[config.mk]
export PLATFORM = sky130hd
export DESIGN_NAME = nal_parameter_set_run_finder_unit
export DESIGN_NICKNAME = d
export VERILOG_FILES = /design/src/rtl/nalps_pkg.sv /design/src/rtl/nal_parameter_set_run_finder_unit.sv
export VERILOG_INCLUDE_DIRS = /design/src /design/src/rtl
export SDC_FILE = /design/constraint.sdc
export NUM_CORES = 1
export LEC_CHECK = 0
export BUFFER_PORTS_ARGS = -buffer_cell sky130_fd_sc_hd__buf_2
export CAP_MARGIN = 20
export CORE_MARGIN = 10
export CORE_UTILIZATION = 33
export CTS_CLUSTER_SIZE = 24
export DETAILED_ROUTE_END_ITERATION = 8
export PLACE_DENSITY = 0.53
export SYNTH_ARGS = -nofsm -noshare
export SYNTH_HDL_FRONTEND = slang
export SYNTH_SLANG_ARGS = --single-unit
[constraint.sdc]
create_clock -name clk_i -period 3.5 [get_ports clk_i]
set_clock_uncertainty 0.2 [all_clocks]
set_input_delay 0.175 -clock clk_i [delete_from_list [all_inputs] [get_ports clk_i]]
set_output_delay 0.175 -clock clk_i [all_outputs]
set_load 0.01 [all_outputs]
[src/rtl/assert_macros.svh]
// ---------------------------------------------------------------------------
// Assertion macros
// Clocked property checks with an active-low reset disable.
// ---------------------------------------------------------------------------
`ifndef ASSERT_MACROS_SVH
`define ASSERT_MACROS_SVH

`ifndef SYNTHESIS

`define ASSERT_CLK(name, prop, clk, rst_n) \
  name: assert property (@(posedge clk) disable iff (!rst_n) prop) \
    else $error("assertion failed");

`define ASSERT_NEVER(name, expr, clk, rst_n) \
  name: assert property (@(posedge clk) disable iff (!rst_n) !(expr)) \
    else $error("forbidden condition seen");

`else

`define ASSERT_CLK(name, prop, clk, rst_n)

`define ASSERT_NEVER(name, expr, clk, rst_n)

`endif

`endif

[src/rtl/nalps_pkg.sv]
`timescale 1ns / 1ps
// ---------------------------------------------------------------------------
// NAL parameter-set run finder package
// Codec codes, NAL type codes and default sizes.
// ---------------------------------------------------------------------------
package nalps_pkg;

  localparam int unsigned PositionBitsDflt = 24;
  localparam int unsigned OffsetBits       = 24;
  localparam int unsigned ByteBits         = 8;
  localparam int unsigned CodecBits        = 2;

  localparam logic [CodecBits-1:0] CodecH264 = 2'd0;
  localparam logic [CodecBits-1:0] CodecH265 = 2'd1;

  // H.264 nal_unit_type (5 bits)
  localparam logic [4:0] H264Sps = 5'd7;
  localparam logic [4:0] H264Pps = 5'd8;
  localparam logic [4:0] H264Aud = 5'd9;

  // H.265 nal_unit_type (6 bits)
  localparam logic [5:0] H265Vps = 6'd32;
  localparam logic [5:0] H265Sps = 6'd33;
  localparam logic [5:0] H265Pps = 6'd34;
  localparam logic [5:0] H265Aud = 6'd35;

  localparam logic [1:0] ZeroRunMax = 2'd3;

endpackage

[src/rtl/nal_parameter_set_run_finder_unit.sv]
`timescale 1ns / 1ps
// ---------------------------------------------------------------------------
// NAL parameter-set run finder
// Scans Annex-B access unit bytes for start codes, classifies NAL headers
// and reports where the leading run of parameter-set NALs ends.
// ---------------------------------------------------------------------------
//  channel | direction | handshake              | payload
//  --------+-----------+------------------------+------------------------------
//  in      | input     | in_valid_i/in_ready_o  | stream_byte_i, end_of_unit_i
//  out     | output    | out_valid_o/out_ready_i| run_end_offset_o, sps_present_o
//  cfg     | input     | cfg_we_i               | cfg_wdata_i (codec kind)
//
// One byte per cycle: input register, one level of scan logic, result
// register. A result is registered as the final byte leaves the input register.
// Only the final byte of a unit waits on the result register; other bytes
// pass even while a result is stalled.
// Reset clears the scan state and selects H.264 headers.
// ---------------------------------------------------------------------------
`include "assert_macros.svh"

module nal_parameter_set_run_finder_unit #(
  parameter int unsigned PositionBits = nalps_pkg::PositionBitsDflt
) (
  input  logic                                 clk_i,
  input  logic                                 rst_ni,
  input  logic                                 cfg_we_i,
  input  logic [nalps_pkg::CodecBits-1:0]      cfg_wdata_i,
  input  logic                                 in_valid_i,
  output logic                                 in_ready_o,
  input  logic [nalps_pkg::ByteBits-1:0]       stream_byte_i,
  input  logic                                 end_of_unit_i,
  output logic                                 out_valid_o,
  input  logic                                 out_ready_i,
  output logic [nalps_pkg::OffsetBits-1:0]     run_end_offset_o,
  output logic                                 sps_present_o
);
  import nalps_pkg::*;

  localparam int unsigned WideBits = (PositionBits > OffsetBits) ? PositionBits : OffsetBits;
  localparam logic [PositionBits-1:0] PosMax = '1;

  typedef enum logic [1:0] {
    PhSeek,
    PhHeader,
    PhParam,
    PhDone
  } phase_e;

  logic                    s1_valid_q;
  logic [ByteBits-1:0]     s1_byte_q;
  logic                    s1_last_q;
  logic                    s1_fire;
  logic                    out_free;

  logic [CodecBits-1:0]    codec_q;
  phase_e                  phase_q, phase_d;
  logic [1:0]              zero_run_q, zero_run_d;
  logic [PositionBits-1:0] pos_q, pos_d;
  logic [PositionBits-1:0] run_end_q, run_end_d;
  logic                    sps_q, sps_d;

  logic                    out_valid_q, out_valid_d;
  logic [OffsetBits-1:0]   out_offset_q, out_offset_d;
  logic                    out_sps_q, out_sps_d;

  logic                    hdr_param;
  logic                    hdr_sps;
  logic                    hdr_unknown;
  logic [PositionBits-1:0] back;
  logic [PositionBits-1:0] sc_offset;
  logic [PositionBits-1:0] result_pos;
  logic [WideBits-1:0]     result_wide;

  assign out_free   = !out_valid_q || out_ready_i;
  assign s1_fire    = s1_valid_q && (!s1_last_q || out_free);
  assign in_ready_o = !s1_valid_q || s1_fire;

  // Input register
  always_ff @(posedge clk_i or negedge rst_ni) begin
    if (!rst_ni) begin
      s1_valid_q <= 1'b0;
    end else if (in_ready_o) begin
      s1_valid_q <= in_valid_i;
    end
  end

  always_ff @(posedge clk_i) begin
    if (in_ready_o && in_valid_i) begin
      s1_byte_q <= stream_byte_i;
      s1_last_q <= end_of_unit_i;
    end
  end

  // Header classification
  always_comb begin
    hdr_param   = 1'b0;
    hdr_sps     = 1'b0;
    hdr_unknown = 1'b0;
    case (codec_q)
      CodecH264: begin
        hdr_sps   = (s1_byte_q[4:0] == H264Sps);
        hdr_param = (s1_byte_q[4:0] == H264Sps) || (s1_byte_q[4:0] == H264Pps) ||
                    (s1_byte_q[4:0] == H264Aud);
      end
      CodecH265: begin
        hdr_sps   = (s1_byte_q[6:1] == H265Sps);
        hdr_param = (s1_byte_q[6:1] == H265Vps) || (s1_byte_q[6:1] == H265Sps) ||
                    (s1_byte_q[6:1] == H265Pps) || (s1_byte_q[6:1] == H265Aud);
      end
      default: begin
        hdr_unknown = 1'b1;
      end
    endcase
  end

  // Start code offset: position of its first zero byte
  assign back      = (zero_run_q == ZeroRunMax) ? PositionBits'(3) : PositionBits'(2);
  assign sc_offset = (pos_q >= back) ? (pos_q - back) : '0;

  // Scan state update
  always_comb begin
    phase_d    = phase_q;
    zero_run_d = zero_run_q;
    run_end_d  = run_end_q;
    sps_d      = sps_q;

    unique case (phase_q)
      PhHeader: begin
        if (hdr_unknown) begin
          run_end_d = '0;
          phase_d   = PhDone;
        end else if (hdr_param) begin
          if (hdr_sps) begin
            sps_d = 1'b1;
          end
          phase_d = PhParam;
        end else begin
          phase_d = PhDone;
        end
        zero_run_d = (s1_byte_q == '0) ? 2'd1 : 2'd0;
      end
      PhSeek, PhParam: begin
        if (s1_byte_q == '0) begin
          if (zero_run_q != ZeroRunMax) begin
            zero_run_d = zero_run_q + 2'd1;
          end
        end else begin
          if ((s1_byte_q == ByteBits'(1)) && (zero_run_q >= 2'd2)) begin
            if (phase_q == PhParam) begin
              run_end_d = sc_offset;
            end
            phase_d = PhHeader;
          end
          zero_run_d = 2'd0;
        end
      end
      PhDone: begin
      end
      default: begin
      end
    endcase

    pos_d = (pos_q != PosMax) ? (pos_q + 1'b1) : pos_q;
  end

  // Result at the final byte
  always_comb begin
    if (phase_d == PhParam) begin
      result_pos = (pos_q != PosMax) ? (pos_q + 1'b1) : PosMax;
    end else begin
      result_pos = run_end_d;
    end
    result_wide  = WideBits'(result_pos);
    out_offset_d = result_wide[OffsetBits-1:0];
    out_sps_d    = sps_d;
    out_valid_d  = out_valid_q && !out_ready_i;
    if (s1_fire && s1_last_q) begin
      out_valid_d = 1'b1;
    end
  end

  always_ff @(posedge clk_i or negedge rst_ni) begin
    if (!rst_ni) begin
      codec_q      <= CodecH264;
      phase_q      <= PhSeek;
      zero_run_q   <= 2'd0;
      pos_q        <= '0;
      run_end_q    <= '0;
      sps_q        <= 1'b0;
      out_valid_q  <= 1'b0;
      out_offset_q <= '0;
      out_sps_q    <= 1'b0;
    end else begin
      if (cfg_we_i) begin
        codec_q <= cfg_wdata_i;
      end
      out_valid_q <= out_valid_d;
      if (s1_fire) begin
        if (s1_last_q) begin
          phase_q      <= PhSeek;
          zero_run_q   <= 2'd0;
          pos_q        <= '0;
          run_end_q    <= '0;
          sps_q        <= 1'b0;
          out_offset_q <= out_offset_d;
          out_sps_q    <= out_sps_d;
        end else begin
          phase_q    <= phase_d;
          zero_run_q <= zero_run_d;
          pos_q      <= pos_d;
          run_end_q  <= run_end_d;
          sps_q      <= sps_d;
        end
      end
    end
  end

  assign out_valid_o      = out_valid_q;
  assign run_end_offset_o = out_offset_q;
  assign sps_present_o    = out_sps_q;

  // A new result only follows a final byte leaving the input register
  `ASSERT_CLK(a_result_from_last, $rose(out_valid_q) |-> $past(s1_valid_q && s1_last_q), clk_i, rst_ni)
  // Unit state is cleared after the final byte
  `ASSERT_CLK(a_clear_after_last, (s1_fire && s1_last_q) |=> (pos_q == '0 && phase_q == PhSeek), clk_i, rst_ni)
  // Zero counter restarts at every start code
  `ASSERT_NEVER(a_header_zero_run, (phase_q == PhHeader) && (zero_run_q != 2'd0), clk_i, rst_ni)

endmodule

==> flow_summary.rst <==
.. list-table::
   :header-rows: 1

   * - Metric
     - Value
   * - FP Rows
     - 45
   * - Global-route wire length before repair
     - 24,200 um
   * - Leading area contributor after synthesis
     - dfrtp_1
   * - Sort of element at the start of the critical path
     - flip-flop
   * - Overall power of the completed layout
     - 0.00274 W
   * - Final critical-path setup slack
     - between 300 and 400 ps
   * - Ratio of routed vias to standard cells
     - 5.71
   * - Cell repeated most along the worst path
     - or4_1
   * - Most common cell after layout, fill and taps aside
     - dfrtp_1
   * - Vias in the first global route
     - 4,382
   * - Main synth FF type
     - dfrtp_1
   * - Post-CTS resize count
     - 0
   * - Crit Path Category
     - reg -> reg
   * - Min-Delay Path Class
     - in -> async
   * - Unrepaired setup endpoints after global routing
     - false
   * - Initial antenna violation count
     - 0
   * - Non-filler instance count after layout
     - 766
   * - Async set-or-reset flop fraction in the synthesized netlist
     - between 90% and 100%
   * - Largest fanout of any net on the critical path
     - 28
   * - Clock insertion delay at the later pin of the skew report
     - approximately 350 ps
   * - Critical path required time
     - 3520 ps
   * - Max VDD drop
     - ~0.00026 V
   * - Clk slew on worst S/H paths
     - 70 ps
   * - Leakage power summed over all cells
     - around 2.6 nW
   * - Fmax achieved
     - 0.319 GHz
   * - Number of detailed-routing iterations run before antenna repair
     - 5
   * - Count of max-cap constraint violations
     - 0
   * - Type of element capturing the critical path
     - flip-flop
   * - CTS HTree Levels
     - 3
   * - Total detailed-routing wirelength
     - 14,800 um
   * - Die Outline Area
     - between 0.02 and 0.025 sq mm
   * - Number of sinks handled by clock tree synthesis
     - 91
   * - Clock tree root driver cell
     - clkbuf_16
   * - Post-synth cell types
     - 55
   * - Final Slew Violations
     - 0
   * - Number of synthesized flops with an enable pin
     - 9
   * - Synthesis Warnings
     - 0
   * - Worst-Margin Slew
     - 941 ps
   * - Synth Net Count
     - approximately 560
   * - Initial cell density of the core
     - approximately 34%
   * - Via Count
     - 4,377
   * - Minimum clock period
     - 3130 ps
   * - Netlist area before placement
     - 0.00508 sq mm
   * - Total setup violations reported at the end of the flow
     - 0
   * - Final period util
     - 89.5%
   * - Result of the run
     - complete, no violations
   * - Aggregate negative setup slack
     - 0 ps
   * - Global placement routability congestion
     - 0.950
   * - Max incr delay on CP
     - 710 ps
   * - Num CTS Buffers
     - 9
   * - Leading cell types in the layout, fill and taps excluded
     - dfrtp_1, nand2_1, nor2_1
   * - Worst slack after detailed placement
     - between 300 and 400 ps
   * - ANT cells
     - 0
   * - Largest cells by area after synthesis
     - dfrtp_1, edfxtp_1, xnor2_1
   * - Buffer and inverter count on the worst path
     - 0
   * - Synthesis-to-finish area growth
     - 16.7%
   * - Cells after synthesis
     - around 530
   * - Horizontal die dimension
     - between 100 and 150 um
   * - 1st-iter DRT viols
     - approximately 380
   * - Final net count
     - 595
   * - Total instance count after detailed placement
     - 733
   * - GRT Total Usage
     - 14.9%
   * - Total power per unit cell area
     - 462 mW/mm^2
   * - Routed wire length per instance
     - 19.4 um
   * - Cell family contributing the most delay on the critical path
     - simple AND/OR/NAND/NOR gates
   * - Chip Height
     - 144 um
   * - Number of top-level pins
     - 43
   * - Arrival time of data at the critical path endpoint
     - 3150 ps
   * - Fraction of post-synthesis cell area in the top cell type by area
     - between 40% and 50%
   * - Number of buffers inserted by port buffering
     - 42
   * - Sequential share of the synthesized area
     - 45.7%
   * - Core Footprint
     - roughly 0.015 sq mm
   * - Number of filler instances in the final layout
     - 1,500
   * - Number of endpoints with negative hold slack in the final report
     - 0
   * - HPWL Detailed
     - 10,300 um
   * - Global route overflow
     - 0
   * - Number of buffers on the longest clock path
     - 2
   * - Relative slew slack
     - 37.3%
   * - Yosys reg bits
     - 91
   * - Critical Path, Cell by Cell
     - or4_1 > or4_1 > nor4_4 > nor2_4 > a221oi_1 > a211oi_1
   * - Number of remaining DRC errors
     - 0
   * - Master of the slowest instance on the critical path
     - or4_1
   * - Average cell area after synthesis
     - 9.52 sq um
   * - Layout cell share with drive strength beyond 1
     - 15.7%
   * - ANT nets after route
     - 0
   * - TritonCTS clock tree
     - done
   * - Pin count of the biggest net entering global routing
     - 83
-- routing by layer --
| metal | vias to the layer above | global-route usage, % | wire length [um] |
|---|---|---|---|
| met4 | 0 | 4.62 | 297 |
| li1 | 2045 | - | - |
| met3 | 30 | 3.80 | 794 |
| met1 | 2150 | 20.0 | 6980 |
| met2 | 152 | 23.0 | 6760 |
| met5 | - | 0 | 0 |
-- state kept, by name (all words and copies together), names as in the netlist --
name              flops
sps_present_o         1
s1_last_q             1
pos_q                24
phase_q               2
s1_valid_q            1
run_end_q            24
zero_run_q            2
s1_byte_q             8
sps_q                 1
out_valid_o           1
run_end_offset_o     24
codec_q               2
-- final cells by class --
class,count,area (sq um),share of cell area (%)
Multi-Input combinational cell,383,2520,42.4
Sequential cell,91,2320,39.1
Tap cell,188,235,3.96
Clock inverter,5,53.8,0.907
Clock buffer,11,233,3.92
Timing Repair Buffer,78,536,9.02
Inverter,10,37.5,0.633
-- per-stage QoR --
step                cell area (sq um)  hold WS [ps]  utilization [%]
floorplan                        5080          -321                -
global placement                 5470           152             36.1
detailed placement               5470           153             36.1
CTS                              5910           289             39.1
global route                     5930           195             39.2
finish                           5930           142             39.2
-- logic make-up (layout without fill, tap and decap cells) --
| family | count (synthesis) | after routing | share of synthesized area, % |
|---|---|---|---|
| adders and majority gates | 6 | 6 | 1.48 |
| xor gates and xnor gates | 42 | 42 | 7.24 |
| muxes | 5 | 5 | 1.01 |
| DFF | 91 | 91 | 45.7 |
| and+or+nand+nor | 194 | 194 | 19.9 |
| buffers and inverters | 60 | 104 | 4.95 |
| AOI/OAI and AO/OA | 136 | 136 | 19.7 |
-- cell usage after synthesis (3+ instances only) --
library cell,instances
a211oi_1,11
xnor2_1,26
and2_1,3
a221oi_2,6
inv_1,10
nor2_1,42
mux2i_1,4
a21oi_1,14
and3_1,8
nor3_1,21
xor2_1,16
a22o_1,3
ha_1,6
nand2_1,44
dfrtp_1,82
nand3_1,21
nand4_1,9
or4_1,5
nand2b_1,4
nor4_1,12
and4_1,5
o21ai_0,36
buf_2,3
edfxtp_1,9
a221oi_1,6
a32o_1,22
o31ai_1,8
clkbuf_1,42
buf_6,3
o22ai_1,17
nor2b_1,6
-- worst register-to-register path: stages, from the launching register on --
cell	delay, ps
dfrtp_1	500
or4_1	710
or4_1	630
nor4_4	350
nor2_4	200
a221oi_1	350
a211oi_1	70
-- worst paths after layout --
kind                                           start                          endpoint  slack, ps  cells past startpoint
max                             pos_q[7]$_DFFE_PN0P_   run_end_offset_o[5]$_DFFE_PN0P_        370                      6
min                                           rst_ni  run_end_offset_o[19]$_DFFE_PN0P_        140                      2
max reg2reg                     pos_q[7]$_DFFE_PN0P_   run_end_offset_o[5]$_DFFE_PN0P_        370                      6
min reg2reg                sps_present_o$_DFFE_PN0P_         sps_present_o$_DFFE_PN0P_        290                      2
max in group asynchronous                     rst_ni          run_end_q[9]$_DFFE_PN0P_       2330                      3
min in group clk_i         sps_present_o$_DFFE_PN0P_         sps_present_o$_DFFE_PN0P_        290                      2
-- what timing repair did --
item,CTS,global route
buffers inserted,0,0
endpoints found under the setup margin,0,0
endpoints found under the hold margin,95,0
hold buffers,16,0
-- power by group --
| part | internal, W | switching (W) | leakage [nW] |
|---|---|---|---|
| sequential | 0.00114 | 0.0000548 | 1.17 |
| clock | 0.000550 | 0.000406 | 0.133 |
| combinational | 0.000236 | 0.000353 | 1.26 |
Power figures use the tool's default switching activity.
